**config.mk**
```make
export PLATFORM = sky130hd
export DESIGN_NAME = stepper_tone_head_sweeper_unit_flat
export DESIGN_NICKNAME = d
export VERILOG_FILES = /design/src/rtl/sths_pkg.sv /design/src/rtl/sths_ifs.sv /design/src/rtl/sths_datapath.sv /design/src/rtl/sths_ctrl.sv /design/src/rtl/stepper_tone_head_sweeper_unit.sv /design/src/flat_wrapper.sv
export VERILOG_INCLUDE_DIRS = /design/src /design/src/rtl
export SDC_FILE = /design/constraint.sdc
export NUM_CORES = 1
export LEC_CHECK = 0
export ABC_AREA = 1
export BUFFER_PORTS_ARGS = -buffer_cell sky130_fd_sc_hd__buf_2
export CAP_MARGIN = 20
export CELL_PAD_IN_SITES_DETAIL_PLACEMENT = 0
export CELL_PAD_IN_SITES_GLOBAL_PLACEMENT = 1
export CORE_MARGIN = 8
export CORE_UTILIZATION = 45
export DETAILED_ROUTE_END_ITERATION = 16
export PLACE_DENSITY = 0.87
export REMOVE_ABC_BUFFERS = 1
export SLEW_MARGIN = 30
export SYNTH_ARGS = -nofsm -noshare
export SYNTH_HDL_FRONTEND = slang
export SYNTH_SLANG_ARGS = --single-unit
```
**constraint.sdc**
```tcl
create_clock -name clk -period 7.1 [get_ports clk]
set_clock_uncertainty 0.1 [all_clocks]
set_input_delay 1.065 -clock clk [delete_from_list [all_inputs] [get_ports clk]]
set_output_delay 1.065 -clock clk [all_outputs]
set_load 0.02 [all_outputs]
```
**src/rtl/stepper_tone_head_sweeper_unit_defines.svh**
```systemverilog
// ---------------------------------------------------------------------------
// Stepper tone head sweeper assertion macros
// Concurrent assertion wrappers used by the RTL of the sweeper unit.
// ---------------------------------------------------------------------------
`ifndef STEPPER_TONE_HEAD_SWEEPER_UNIT_DEFINES_SVH
`define STEPPER_TONE_HEAD_SWEEPER_UNIT_DEFINES_SVH

`ifndef ASSERT_OFF
`define STHS_ASSERT(lbl, clk, rst, prop, msg) \
  lbl: assert property (@(posedge clk) disable iff (rst) (prop)) else $error(msg);
`define STHS_ASSERT_ALWAYS(lbl, clk, prop, msg) \
  lbl: assert property (@(posedge clk) (prop)) else $error(msg);
`else
`define STHS_ASSERT(lbl, clk, rst, prop, msg)
`define STHS_ASSERT_ALWAYS(lbl, clk, prop, msg)
`endif

`endif

```
**src/rtl/sths_pkg.sv**
```systemverilog
// ---------------------------------------------------------------------------
// Stepper tone head sweeper package
// Widths, reset values, register indexes and controller interface types.
// ---------------------------------------------------------------------------
`timescale 1ns / 1ps

package sths_pkg;

  localparam int RATE_W = 20;
  localparam int TONE_W = 8;
  localparam int CMP_W  = 16;
  localparam int POS_W  = 8;
  localparam int CNT_W  = 5;
  localparam int ADDR_W = 3;
  localparam int DATA_W = 32;

  localparam logic [RATE_W-1:0] RATE_RESET  = RATE_W'(15625);
  localparam logic [POS_W-1:0]  LIMIT_RESET = POS_W'(78);
  localparam logic [CNT_W-1:0]  DIV_LAST    = CNT_W'(RATE_W - 1);

  localparam logic REG_RATE  = 1'b0;
  localparam logic REG_LIMIT = 1'b1;

  typedef struct packed {
    logic accept;
    logic div_step;
    logic commit;
  } ctrl_cmd_t;

  typedef struct packed {
    logic is_tone;
    logic tone_zero;
    logic out_free;
  } ctrl_stat_t;

endpackage

```
**src/rtl/sths_ifs.sv**
```systemverilog
// ---------------------------------------------------------------------------
// Stepper tone head sweeper channels
// Valid/ready interfaces for the item input and the result output.
// ---------------------------------------------------------------------------
`timescale 1ns / 1ps

interface sths_in_if;
  logic                         valid;
  logic                         ready;
  logic                         action;
  logic [sths_pkg::TONE_W-1:0]  tone;

  modport source (output valid, output action, output tone, input ready);
  modport sink   (input valid, input action, input tone, output ready);
endinterface

interface sths_out_if;
  logic                         valid;
  logic                         ready;
  logic                         step_pulse;
  logic                         moving_backward;
  logic [sths_pkg::POS_W-1:0]   head_position;
  logic                         playing;

  modport source (output valid, output step_pulse, output moving_backward,
                  output head_position, output playing, input ready);
  modport sink   (input valid, input step_pulse, input moving_backward,
                  input head_position, input playing, output ready);
endinterface

```
**src/rtl/sths_datapath.sv**
```systemverilog
// ---------------------------------------------------------------------------
// Stepper tone head sweeper datapath
// Configuration registers, radix-2 period divider, tick timer, head stepper
// and the result register.
// ---------------------------------------------------------------------------
`timescale 1ns / 1ps

module sths_datapath (
  input  logic                          clk,
  input  logic                          rst,
  input  sths_pkg::ctrl_cmd_t           cmd,
  output sths_pkg::ctrl_stat_t          stat,
  input  logic                          in_action,
  input  logic [sths_pkg::TONE_W-1:0]   in_tone,
  output logic                          out_valid,
  input  logic                          out_ready,
  output logic                          out_step_pulse,
  output logic                          out_moving_backward,
  output logic [sths_pkg::POS_W-1:0]    out_head_position,
  output logic                          out_playing,
  input  logic                          psel,
  input  logic                          penable,
  input  logic                          pwrite,
  input  logic [sths_pkg::ADDR_W-1:0]   paddr,
  input  logic [sths_pkg::DATA_W-1:0]   pwdata,
  output logic [sths_pkg::DATA_W-1:0]   prdata
);

  logic [sths_pkg::RATE_W-1:0] prescaled_rate;
  logic [sths_pkg::POS_W-1:0]  travel_limit;
  logic [sths_pkg::CMP_W-1:0]  compare_value;
  logic [sths_pkg::CMP_W-1:0]  tick_count;
  logic [sths_pkg::POS_W-1:0]  position;
  logic                        backward;
  logic                        enabled;

  logic [sths_pkg::TONE_W-1:0] divisor;
  logic [sths_pkg::TONE_W-1:0] remainder;
  logic [sths_pkg::RATE_W-1:0] quotient;
  logic                        tone_zero;

  logic                        cfg_write;
  logic                        reg_index;
  logic [sths_pkg::TONE_W:0]   rem_shift;
  logic                        rem_fits;
  logic [sths_pkg::TONE_W:0]   rem_diff;
  logic [sths_pkg::RATE_W-1:0] quot_minus;
  logic [sths_pkg::CMP_W-1:0]  period;
  logic                        tick_match;
  logic                        do_step;
  logic [sths_pkg::POS_W-1:0]  pos_stepped;
  logic [sths_pkg::POS_W-1:0]  position_next;
  logic                        backward_next;
  logic                        enabled_next;
  logic                        tick_load;

  assign cfg_write = psel && penable && pwrite;
  assign reg_index = paddr[2];

  always_ff @(posedge clk) begin
    if (rst) begin
      prescaled_rate <= sths_pkg::RATE_RESET;
      travel_limit   <= sths_pkg::LIMIT_RESET;
    end else if (cfg_write) begin
      case (reg_index)
        sths_pkg::REG_RATE:  prescaled_rate <= pwdata[sths_pkg::RATE_W-1:0];
        sths_pkg::REG_LIMIT: travel_limit   <= pwdata[sths_pkg::POS_W-1:0];
        default: ;
      endcase
    end
  end

  always_comb begin
    case (reg_index)
      sths_pkg::REG_RATE:  prdata = sths_pkg::DATA_W'(prescaled_rate);
      sths_pkg::REG_LIMIT: prdata = sths_pkg::DATA_W'(travel_limit);
      default:             prdata = '0;
    endcase
  end

  assign rem_shift = {remainder, quotient[sths_pkg::RATE_W-1]};
  assign rem_diff  = rem_shift - {1'b0, divisor};
  assign rem_fits  = (rem_shift >= {1'b0, divisor});

  always_ff @(posedge clk) begin
    if (cmd.accept) begin
      divisor   <= in_tone;
      remainder <= '0;
      quotient  <= prescaled_rate;
      tone_zero <= (in_tone == '0);
    end else if (cmd.div_step) begin
      remainder <= rem_fits ? rem_diff[sths_pkg::TONE_W-1:0]
                            : rem_shift[sths_pkg::TONE_W-1:0];
      quotient  <= {quotient[sths_pkg::RATE_W-2:0], rem_fits};
    end
  end

  assign quot_minus = quotient - sths_pkg::RATE_W'(1);

  always_comb begin
    if (tone_zero) begin
      period = '1;
    end else if (quotient == '0) begin
      period = '0;
    end else if (quot_minus[sths_pkg::RATE_W-1:sths_pkg::CMP_W] != '0) begin
      period = '1;
    end else begin
      period = quot_minus[sths_pkg::CMP_W-1:0];
    end
  end

  assign tick_load   = cmd.accept && !in_action;
  assign tick_match  = (tick_count == compare_value);
  assign do_step     = tick_match && enabled;
  assign pos_stepped = backward ? position - sths_pkg::POS_W'(1)
                                : position + sths_pkg::POS_W'(1);

  always_comb begin
    position_next = position;
    backward_next = backward;
    enabled_next  = enabled;
    if (cmd.commit) begin
      enabled_next = !tone_zero;
    end else if (tick_load && do_step) begin
      position_next = pos_stepped;
      if (pos_stepped >= travel_limit) begin
        backward_next = 1'b1;
      end else if (pos_stepped == '0) begin
        backward_next = 1'b0;
      end
    end
  end

  always_ff @(posedge clk) begin
    if (rst) begin
      compare_value <= '1;
      tick_count    <= '0;
      position      <= '0;
      backward      <= 1'b0;
      enabled       <= 1'b0;
    end else begin
      position <= position_next;
      backward <= backward_next;
      enabled  <= enabled_next;
      if (cmd.commit) begin
        compare_value <= period;
        tick_count    <= '0;
      end else if (tick_load) begin
        tick_count <= tick_match ? '0 : tick_count + sths_pkg::CMP_W'(1);
      end
    end
  end

  always_ff @(posedge clk) begin
    if (rst) begin
      out_valid <= 1'b0;
    end else if (tick_load || cmd.commit) begin
      out_valid <= 1'b1;
    end else if (out_ready) begin
      out_valid <= 1'b0;
    end
  end

  always_ff @(posedge clk) begin
    if (tick_load || cmd.commit) begin
      out_step_pulse      <= tick_load && do_step;
      out_moving_backward <= backward_next;
      out_head_position   <= position_next;
      out_playing         <= enabled_next;
    end
  end

  assign stat.is_tone   = in_action;
  assign stat.tone_zero = (in_tone == '0);
  assign stat.out_free  = !out_valid || out_ready;

endmodule

```
**src/rtl/sths_ctrl.sv**
```systemverilog
// ---------------------------------------------------------------------------
// Stepper tone head sweeper controller
// Sequences item acceptance, the divide iterations and the tone commit.
// ---------------------------------------------------------------------------
`timescale 1ns / 1ps
`include "stepper_tone_head_sweeper_unit_defines.svh"

module sths_ctrl (
  input  logic                  clk,
  input  logic                  rst,
  input  logic                  in_valid,
  output logic                  in_ready,
  input  sths_pkg::ctrl_stat_t  stat,
  output sths_pkg::ctrl_cmd_t   cmd
);

  typedef enum logic [2:0] {
    S_IDLE = 3'b001,
    S_DIV  = 3'b010,
    S_FIN  = 3'b100
  } ctrl_state_t;

  ctrl_state_t                state;
  ctrl_state_t                state_next;
  logic [sths_pkg::CNT_W-1:0] div_count;
  logic                       div_last;

  assign in_ready = (state == S_IDLE) && stat.out_free;
  assign div_last = (div_count == sths_pkg::DIV_LAST);

  always_comb begin
    cmd.accept   = in_valid && in_ready;
    cmd.div_step = (state == S_DIV);
    cmd.commit   = (state == S_FIN) && stat.out_free;
  end

  always_comb begin
    state_next = state;
    case (state)
      S_IDLE: begin
        if (cmd.accept && stat.is_tone) begin
          state_next = stat.tone_zero ? S_FIN : S_DIV;
        end
      end
      S_DIV: begin
        if (div_last) begin
          state_next = S_FIN;
        end
      end
      S_FIN: begin
        if (stat.out_free) begin
          state_next = S_IDLE;
        end
      end
      default: state_next = S_IDLE;
    endcase
  end

  always_ff @(posedge clk) begin
    if (rst) begin
      state     <= S_IDLE;
      div_count <= '0;
    end else begin
      state <= state_next;
      if (state == S_DIV) begin
        div_count <= div_count + sths_pkg::CNT_W'(1);
      end else begin
        div_count <= '0;
      end
    end
  end

  `STHS_ASSERT(a_busy_not_ready, clk, rst, (state != S_IDLE) |-> !in_ready, "ready while busy")
  `STHS_ASSERT(a_tone_divides, clk, rst, (cmd.accept && stat.is_tone && !stat.tone_zero) |=> (state == S_DIV && div_count == '0), "divide not started")
  `STHS_ASSERT(a_div_ends, clk, rst, (state == S_DIV && div_last) |=> (state == S_FIN), "divide did not finish")
  `STHS_ASSERT(a_commit_idle, clk, rst, cmd.commit |=> (state == S_IDLE), "commit left block busy")

endmodule

```
**src/rtl/stepper_tone_head_sweeper_unit.sv**
```systemverilog
// ---------------------------------------------------------------------------
// Stepper tone head sweeper unit
// Plays a tone by stepping a drive head back and forth on timer ticks.
// ---------------------------------------------------------------------------
//  Channel  Direction  Payload
//  in_ch    sink       action, tone
//  out_ch   source     step_pulse, moving_backward, head_position, playing
//  apb      slave      prescaled_rate (0x0), travel_limit (0x4)
//
// A tick transaction leaves the controller idle; the next item is taken once the output is free.
// A nonzero set-tone transaction runs the accept, 20 iterations of the
// radix-2 period divider, and the commit; a zero tone runs accept and commit.
// Reset is synchronous and leaves the head at zero, stopped, timer cleared.
// A stalled result holds in the output register and keeps the input from
// taking another item, or a set-tone from committing, until it is taken.
// ---------------------------------------------------------------------------
`timescale 1ns / 1ps

module stepper_tone_head_sweeper_unit (
  input  logic                          clk,
  input  logic                          rst,
  sths_in_if.sink                       in_ch,
  sths_out_if.source                    out_ch,
  input  logic                          psel,
  input  logic                          penable,
  input  logic                          pwrite,
  input  logic [sths_pkg::ADDR_W-1:0]   paddr,
  input  logic [sths_pkg::DATA_W-1:0]   pwdata,
  output logic [sths_pkg::DATA_W-1:0]   prdata,
  output logic                          pready
);

  sths_pkg::ctrl_cmd_t  cmd;
  sths_pkg::ctrl_stat_t stat;

  assign pready = 1'b1;

  sths_ctrl u_ctrl (
    .clk      (clk),
    .rst      (rst),
    .in_valid (in_ch.valid),
    .in_ready (in_ch.ready),
    .stat     (stat),
    .cmd      (cmd)
  );

  sths_datapath u_datapath (
    .clk                 (clk),
    .rst                 (rst),
    .cmd                 (cmd),
    .stat                (stat),
    .in_action           (in_ch.action),
    .in_tone             (in_ch.tone),
    .out_valid           (out_ch.valid),
    .out_ready           (out_ch.ready),
    .out_step_pulse      (out_ch.step_pulse),
    .out_moving_backward (out_ch.moving_backward),
    .out_head_position   (out_ch.head_position),
    .out_playing         (out_ch.playing),
    .psel                (psel),
    .penable             (penable),
    .pwrite              (pwrite),
    .paddr               (paddr),
    .pwdata              (pwdata),
    .prdata              (prdata)
  );

endmodule
```
**src/flat_wrapper.sv**
```systemverilog
// flat-port wrapper written by rule: the top's interface ports become plain ports
module stepper_tone_head_sweeper_unit_flat 
  (clk, rst, psel, penable, pwrite, paddr, pwdata, prdata, pready, in_ch_valid, in_ch_action, in_ch_tone, in_ch_ready, out_ch_valid, out_ch_step_pulse, out_ch_moving_backward, out_ch_head_position, out_ch_playing, out_ch_ready);
  sths_in_if in_ch_i ();
  sths_out_if out_ch_i ();
  input  logic clk;
  input  logic rst;
  input  logic psel;
  input  logic penable;
  input  logic pwrite;
  input  logic [sths_pkg::ADDR_W-1:0] paddr;
  input  logic [sths_pkg::DATA_W-1:0] pwdata;
  output logic [sths_pkg::DATA_W-1:0] prdata;
  output logic pready;
  input wire logic [$bits(in_ch_i.valid)-1:0] in_ch_valid;
  input wire logic [$bits(in_ch_i.action)-1:0] in_ch_action;
  input wire logic [$bits(in_ch_i.tone)-1:0] in_ch_tone;
  output wire logic [$bits(in_ch_i.ready)-1:0] in_ch_ready;
  output wire logic [$bits(out_ch_i.valid)-1:0] out_ch_valid;
  output wire logic [$bits(out_ch_i.step_pulse)-1:0] out_ch_step_pulse;
  output wire logic [$bits(out_ch_i.moving_backward)-1:0] out_ch_moving_backward;
  output wire logic [$bits(out_ch_i.head_position)-1:0] out_ch_head_position;
  output wire logic [$bits(out_ch_i.playing)-1:0] out_ch_playing;
  input wire logic [$bits(out_ch_i.ready)-1:0] out_ch_ready;
  assign in_ch_i.valid = in_ch_valid;
  assign in_ch_i.action = in_ch_action;
  assign in_ch_i.tone = in_ch_tone;
  assign in_ch_ready = in_ch_i.ready;
  assign out_ch_valid = out_ch_i.valid;
  assign out_ch_step_pulse = out_ch_i.step_pulse;
  assign out_ch_moving_backward = out_ch_i.moving_backward;
  assign out_ch_head_position = out_ch_i.head_position;
  assign out_ch_playing = out_ch_i.playing;
  assign out_ch_i.ready = out_ch_ready;
  stepper_tone_head_sweeper_unit u_core (.clk(clk), .rst(rst), .in_ch(in_ch_i), .out_ch(out_ch_i), .psel(psel), .penable(penable), .pwrite(pwrite), .paddr(paddr), .pwdata(pwdata), .prdata(prdata), .pready(pready));
endmodule
```
==> results of run 1 <==
power groups by stage:
stage                     combinational, mW  clock [mW]  sequential [mW]
after floorplan                       0.512           0            0.999
after global placement                0.682           0             1.01
final                                 0.690       0.891             1.00
after CTS                             0.699       0.911            0.999
after detailed placement              0.694           0             1.01
after global routing                  0.797       0.938             1.02
synth_stat cells (3+ instances only):
cell / n
nand2_1: 214
inv_1: 128
nor2_1: 105
dfxtp_1: 87
a21oi_1: 77
o21ai_0: 67
edfxtp_1: 40
nand3_1: 38
ha_1: 26
buf_4: 14
clkbuf_1: 14
nand3_2: 14
xor2_1: 14
nand4_1: 13
xnor2_1: 12
nor3_1: 9
nand2_2: 6
nor2_4: 5
nor4_1: 4
o21a_1: 4
a211oi_1: 3
buf_6: 3
nor2_2: 3
o211ai_1: 3
cell type report:
cell class                      count  area share, %
Clock buffer                       22           5.85
Clock inverter                     10           1.68
Inverter                          130           6.08
Multi-Input combinational cell    653           42.3
Sequential cell                   127           36.3
Tap cell                          211           3.25
Timing Repair Buffer               72           4.53
cells by family (layout without fill, tap and decap cells):
kind of cell | count (synthesis) | in the layout | synth area share, %
compound gates | 160 | 160 | 12.0
xor+xnor | 26 | 26 | 3.24
fa+ha+maj | 28 | 28 | 5.19
buf+inv | 166 | 234 | 10.0
flops | 127 | 127 | 41.8
other cells | 2 | 13 | 0.107
simple gates | 426 | 426 | 27.6
worst max-delay path by stage:
stage	depth (start not counted)	slack, ns	startpoint	to
finish	4	3.95	out_ch_ready	in_ch_ready
global placement	11	3.66	out_ch_ready	u_core.u_datapath.out_head_position[6]$_DFFE_PP_
floorplan	10	4.22	out_ch_ready	u_core.u_datapath.out_head_position[6]$_DFFE_PP_
detailed placement	11	3.65	out_ch_ready	u_core.u_datapath.out_head_position[6]$_DFFE_PP_
global route	10	3.81	out_ch_ready	u_core.u_datapath.tick_count[7]$_SDFFE_PP0P_
CTS	4	3.93	out_ch_ready	in_ch_ready
per-layer routing:
metal,share of wire (%),wire [µm],vias to the layer above
met5,0,0,-
met4,1.9,298,0
met3,3.1,488,22
met2,48,7600,69
met1,47,7500,2654
li1,-,-,3132
worst max-delay path, stage by stage:
cell and delay, ns:
buf_2 0.10, nor2_1 0.45, nor2_1 0.17, buf_2 0.20
stage by stage:
step	util, %	setup WS, ns
global route	53.2	3.81
CTS	53.1	3.93
global placement	49.1	3.66
finish	53.2	3.95
detailed placement	49.1	3.65
floorplan	-	4.22
registers in the layout, indices dropped and copies added, names as in the netlist, 3 cells and up:
register / flops
u_core.u_ctrl.div_count: 5
u_core.u_ctrl.state: 3
u_core.u_datapath.prescaled_rate: 20
u_core.u_datapath.divisor: 8
u_core.u_datapath.position: 8
u_core.u_datapath.travel_limit: 8
u_core.u_datapath.tick_count: 16
u_core.u_datapath.out_head_position: 8
u_core.u_datapath.compare_value: 16
u_core.u_datapath.remainder: 8
u_core.u_datapath.quotient: 20
==> flow_summary.yaml, run 1 <==
outcome:
  status: "complete, no violations"
place:
  place.gp.congestion: 0.789
  place_area_um2: 7500
  io_buffers: 69
  dp.cells: 1193
  hpwlAfterDp_um: 11800
clock_network:
  clkTransAtPathRegs_ns: 0.05
  cts_tree: "built"
  cts_max_level: 4
  clk_latency_ns: 0.42
  hold_buffers: 0
  cts_setup_buffers: 0
  cts-root-buf: "clkbuf_16"
  post_cts_resized: 0
  cts_sinks: 127
  clockBufferDepth: 2
  cts_buffers: 17
sta:
  finalCritPeriodShare_pct: 44.4
  slew_headroom_pct: 43.6
  tightest_slew_ns: 0.843
  fin_crit_ns: 3.15
  max_freq_ghz: 0.317
  tns_ns: 0
  holdWs_ns: 0.343
  final-setup-viol-count: 0
  rsz0062_at_grt: "no"
  hold_viol: 0
  drv_slew: 0
critical_path:
  regToRegSetupSlack_ns: 4.31
  reg2reg_from: "u_core.u_datapath.backward$_SDFF_PP0_"
  crit_fanout: 5
  r2r_cells: 14
  end_kind: "output port"
  path_class: "input port to output port"
  r2r-end: "u_core.u_datapath.out_moving_backward$_DFFE_PP_"
  critPathArrivalTime_ns: 1.99
  start_kind: "input port"
  cp.required_ns: 5.93
synth:
  synth_ff_type: "dfxtp_1"
  yosysUniqueCellTypes: 47
  yosys.area.top_type_share_pct: 24.8
  netlist_area_um2: 7040
  synth_top_area_cell: "dfxtp_1"
  yosysSeqAreaShare_pct: 41.8
  synth_edf_count: 40
  syn_inst: 935
  syn_avg_cell_area_um2: 7.53
  synth.top_cells.by_area: "dfxtp_1, edfxtp_1, nand2_1"
  async_flop_share_pct: 0
  ys_warn_count: 0
  ys_ff_latch: 127
pwr:
  p_int_mw: 1.71
  p_sw_share_pct: 33.9
  power_mw: 2.58
  p_per_area_nw_per_um2: 318
  sequentialPowerShare_pct: 38.7
  leakage_nw: 3.84
  combPwrFrac_pct: 26.7
  netSwitchingPower_mw: 0.876
  max-vdd-ir-drop_uv: 170
  pwr-share-clk_pct: 34.5
worst_hold_path:
  hold_path.startpoint: "u_core.u_ctrl.div_count[0]$_SDFF_PP0_"
  hold_path.class: "flop to flop"
  hold_end: "u_core.u_ctrl.div_count[0]$_SDFF_PP0_"
  min_path_cells: 1
cells_and_area:
  diodes: 0
  nNetsFinal: 1080
  seq_area_um2: 2940
  multi_input_area_um2: 3430
  layout_common_cells: "nand2_1, inv_1, nor2_1"
  post_layout_nonfiller_instances: 1225
  final_common_cell: "nand2_1"
  n_fill_cell: 1499
  final_area_um2: 8110
  drive_gt1_share_pct: 14.2
  syn_to_final_growth_pct: 15.3
detailed_routing:
  ant_nets: 0
  via_per_inst: 4.80
  drt-initial-drc-count: 365
  totalWireLength_um: 15900
  first_pass_iters: 4
  wire_per_inst_um: 13.0
  vias: 5877
  route.detailed.drc: 0
floorplan:
  ios: 97
  die-area_um2: 19900
  rows: 45
  core_um2: 15300
  die_h_um: 141
  start_util_pct: 46.1
  die_w_um: 141
global_routing:
  grt_use_met1_pct: 20.3
  met2_usage_pct: 28.2
  antenna_found_initial: 0
  grt_pass1_vias: 5741
  grt_use_met3_pct: 4.02
  grt_pass1_wl_um: 27100
  grt.overflow.total: 0
  grt.busiest_layer: "met2"
  grt_max_degree: 42
  grtUsageTotal_pct: 16.7
run:
  maxCapViolations: 0
No activity file was read; power rests on OpenSTA's default activity.
==> run 2, diff against run 1 <==
ABC_AREA = 0   (was 1)
CORE_UTILIZATION = 44   (was 45)
PLACE_DENSITY = 0.83   (was 0.87)
clock period = 3.2 ns   (was 7.1 ns; I/O delays follow)
==> run 2 against run 1 <==
Against the previous run:
- worst hold slack worse by 0.19 ns
- core utilization fell by 0.44 points
- area after synthesis decreased by 7.2%
- flip-flop and latch count stayed put
- register-to-register slack got worse by 4.0 ns
- clock-buffer cell count is the same
- critical path depth increased by 7
- die area decreased by 4.5%
- non-clock buffer count up 7
- critical path type is now flop to flop
- critical endpoint is now u_core.u_datapath.out_moving_backward$_DFFE_PP_
==> flow_summary.yaml, run 2 <==
pwr:
  p_int_mw: 3.28
  sequentialPowerShare_pct: 42.5
  netSwitchingPower_mw: 1.05
  max-vdd-ir-drop_uv: 468
  p_sw_share_pct: 24.2
  combPwrFrac_pct: 10.0
  leakage_nw: 3.13
  power_mw: 4.33
  pwr-share-clk_pct: 47.5
  p_per_area_nw_per_um2: 565
detailed_routing:
  drt-initial-drc-count: 381
  totalWireLength_um: 15600
  vias: 5348
  ant_nets: 0
  first_pass_iters: 5
  wire_per_inst_um: 15.9
  route.detailed.drc: 0
  via_per_inst: 5.43
outcome:
  status: "complete, no violations"
synth:
  ys_ff_latch: 127
  synth_ff_type: "dfxtp_1"
  synth_edf_count: 40
  yosysUniqueCellTypes: 62
  async_flop_share_pct: 0
  synth_top_area_cell: "dfxtp_1"
  synth_most_common_cell: "nand2_1"
  ys_warn_count: 0
  synth_top_cells_by_count: "nand2_1, dfxtp_1, nor2_1"
  syn_avg_cell_area_um2: 9.13
  netlist_area_um2: 6530
  yosysSeqAreaShare_pct: 45.1
  syn_inst: 715
  yosys.area.top_type_share_pct: 26.7
  synth.top_cells.by_area: "dfxtp_1, edfxtp_1, nand2_1"
place:
  hpwlAfterDp_um: 11200
  io_buffers: 69
  dp.cells: 953
  place.gp.congestion: 0.867
critical_path:
  start_kind: "flop"
  crit_fanout: 9
  critPathArrivalTime_ns: 2.96
  reg2reg_from: "u_core.u_datapath.backward$_SDFF_PP0_"
  crit_path_start: "u_core.u_datapath.backward$_SDFF_PP0_"
  cp.required_ns: 3.25
  path_class: "flop to flop"
  end_kind: "flop"
global_routing:
  grt_pass1_vias: 5291
  grtUsageTotal_pct: 17.1
  antenna_found_initial: 0
  grt_max_degree: 48
  grt.overflow.total: 0
  grt_pass1_wl_um: 25800
cells_and_area:
  drive_gt1_share_pct: 18.2
  post_layout_nonfiller_instances: 985
  final_common_cell: "nand2_1"
  top_regs: "u_core.u_datapath.prescaled_rate: 20 flops, u_core.u_datapath.quotient: 20 flops"
  n_fill_cell: 1351
  diodes: 0
  syn_to_final_growth_pct: 17.3
  layout_common_cells: "nand2_1, dfxtp_1, buf_2"
  nNetsFinal: 867
worst_hold_path:
  hold_path.class: "input port to flop"
  hold_path.startpoint: "in_ch_tone[0]"
clock_network:
  cts-root-buf: "clkbuf_16"
  cts_buffers: 17
  cts_tree: "built"
  clk_latency_ns: 0.42
  cts_max_level: 4
  cts_sinks: 127
  clockBufferDepth: 2
  hold_buffers: 0
  clkTransAtPathRegs_ns: 0.06
floorplan:
  start_util_pct: 44.9
  die_h_um: 138
  ios: 97
  die-area_um2: 19000
  die_w_um: 138
  core_um2: 14500
  rows: 44
sta:
  final-setup-viol-count: 0
  tns_ns: 0
  max_freq_ghz: 0.343
  tightest_slew_ns: 0.814
  hold_viol: 0
  rsz0062_at_grt: "no"
  slew_headroom_pct: 45.7
  finalCritPeriodShare_pct: 91.0
  fin_crit_ns: 2.91
  drv_slew: 0
run:
  maxCapViolations: 0
==> run 2: worst max-delay path: stages (launching register included) <==
cell and delay [ns]:
dfxtp_1 0.43, ha_1 0.45, nand3_1 0.12, a21boi_1 0.29, nor4_1 0.08, a311o_1 0.38, ha_1 0.28, o21ai_0 0.07
nand2b_1 0.08, a21oi_1 0.15, a311o_1 0.15, nand2_1 0.06
==> run 2: metal layers <==
metal	track usage [%]	vias to the layer above	wire, µm
met5	0	-	0
met4	6.03	0	243
met3	4.74	19	952
met2	28.1	163	7450
met1	21.1	2547	6980
li1	-	2619	-
==> run 2: what timing repair did <==
action	4_1_cts	5_1_grt
gates resized for setup	0	1
setup endpoints to repair	0	2
setup buffers	0	0
==> run 2: path summary, 6_finish.rpt <==
| kind | depth (start not counted) | slack [ns] | end |
|---|---|---|---|
| max | 11 | 0.29 | u_core.u_datapath.out_moving_backward$_DFFE_PP_ |
| min | 1 | 0.16 | u_core.u_datapath.divisor[0]$_DFFE_PP_ |
| max reg2reg | 11 | 0.29 | u_core.u_datapath.out_moving_backward$_DFFE_PP_ |
| min reg2reg | 1 | 0.36 | u_core.u_ctrl.div_count[0]$_SDFF_PP0_ |
==> run 2: per-stage QoR <==
| step | worst slack [ns] | hold slack [ns] | utilization (%) | cell area (µm²) |
|---|---|---|---|---|
| global placement | 0.295 | 0.346 | 48.4 | 7030 |
| detailed placement | 0.175 | 0.361 | 48.4 | 7030 |
| global route | 0.0933 | 0.133 | 52.7 | 7660 |
| CTS | 0.166 | 0.132 | 52.7 | 7660 |
| floorplan | 0.424 | 0.326 | - | 6380 |
| finish | 0.287 | 0.155 | 52.7 | 7660 |
==> run 2: area by class of cell <==
cell class / count / area [µm²] / area share (%)
timing repair buffer: 79 / 420 / 5.49
clock inverter: 10 / 158 / 2.06
clock buffer: 22 / 475 / 6.21
tap: 184 / 230 / 3.00
sequential: 127 / 2940 / 38.4
multi-input combinational: 535 / 3330 / 43.5
inverter: 28 / 105 / 1.37
==> run 2: cells by family after synthesis <==
| family | count (synthesis) | synth area share (%) |
|---|---|---|
| xor+xnor | 51 | 6.84 |
| fa+ha+maj | 28 | 5.59 |
| compound gates | 118 | 11.6 |
| mux | 15 | 2.59 |
| buf+inv | 64 | 4.58 |
| flops | 127 | 45.1 |
| simple gates | 310 | 23.7 |
| other cells | 2 | 0.115 |
==> run 2: power by group through the flow <==
| stage | sequential, mW | combinational, mW | clock (mW) |
|---|---|---|---|
| 2_1_floorplan | 1.86 | 0.270 | 0 |
| 6_report | 1.84 | 0.434 | 2.06 |
| 5_1_grt | 1.85 | 0.486 | 2.17 |
| 4_1_cts | 1.84 | 0.438 | 2.09 |
| 3_5_place_dp | 1.87 | 0.434 | 0 |
| 3_3_place_gp | 1.87 | 0.423 | 0 |
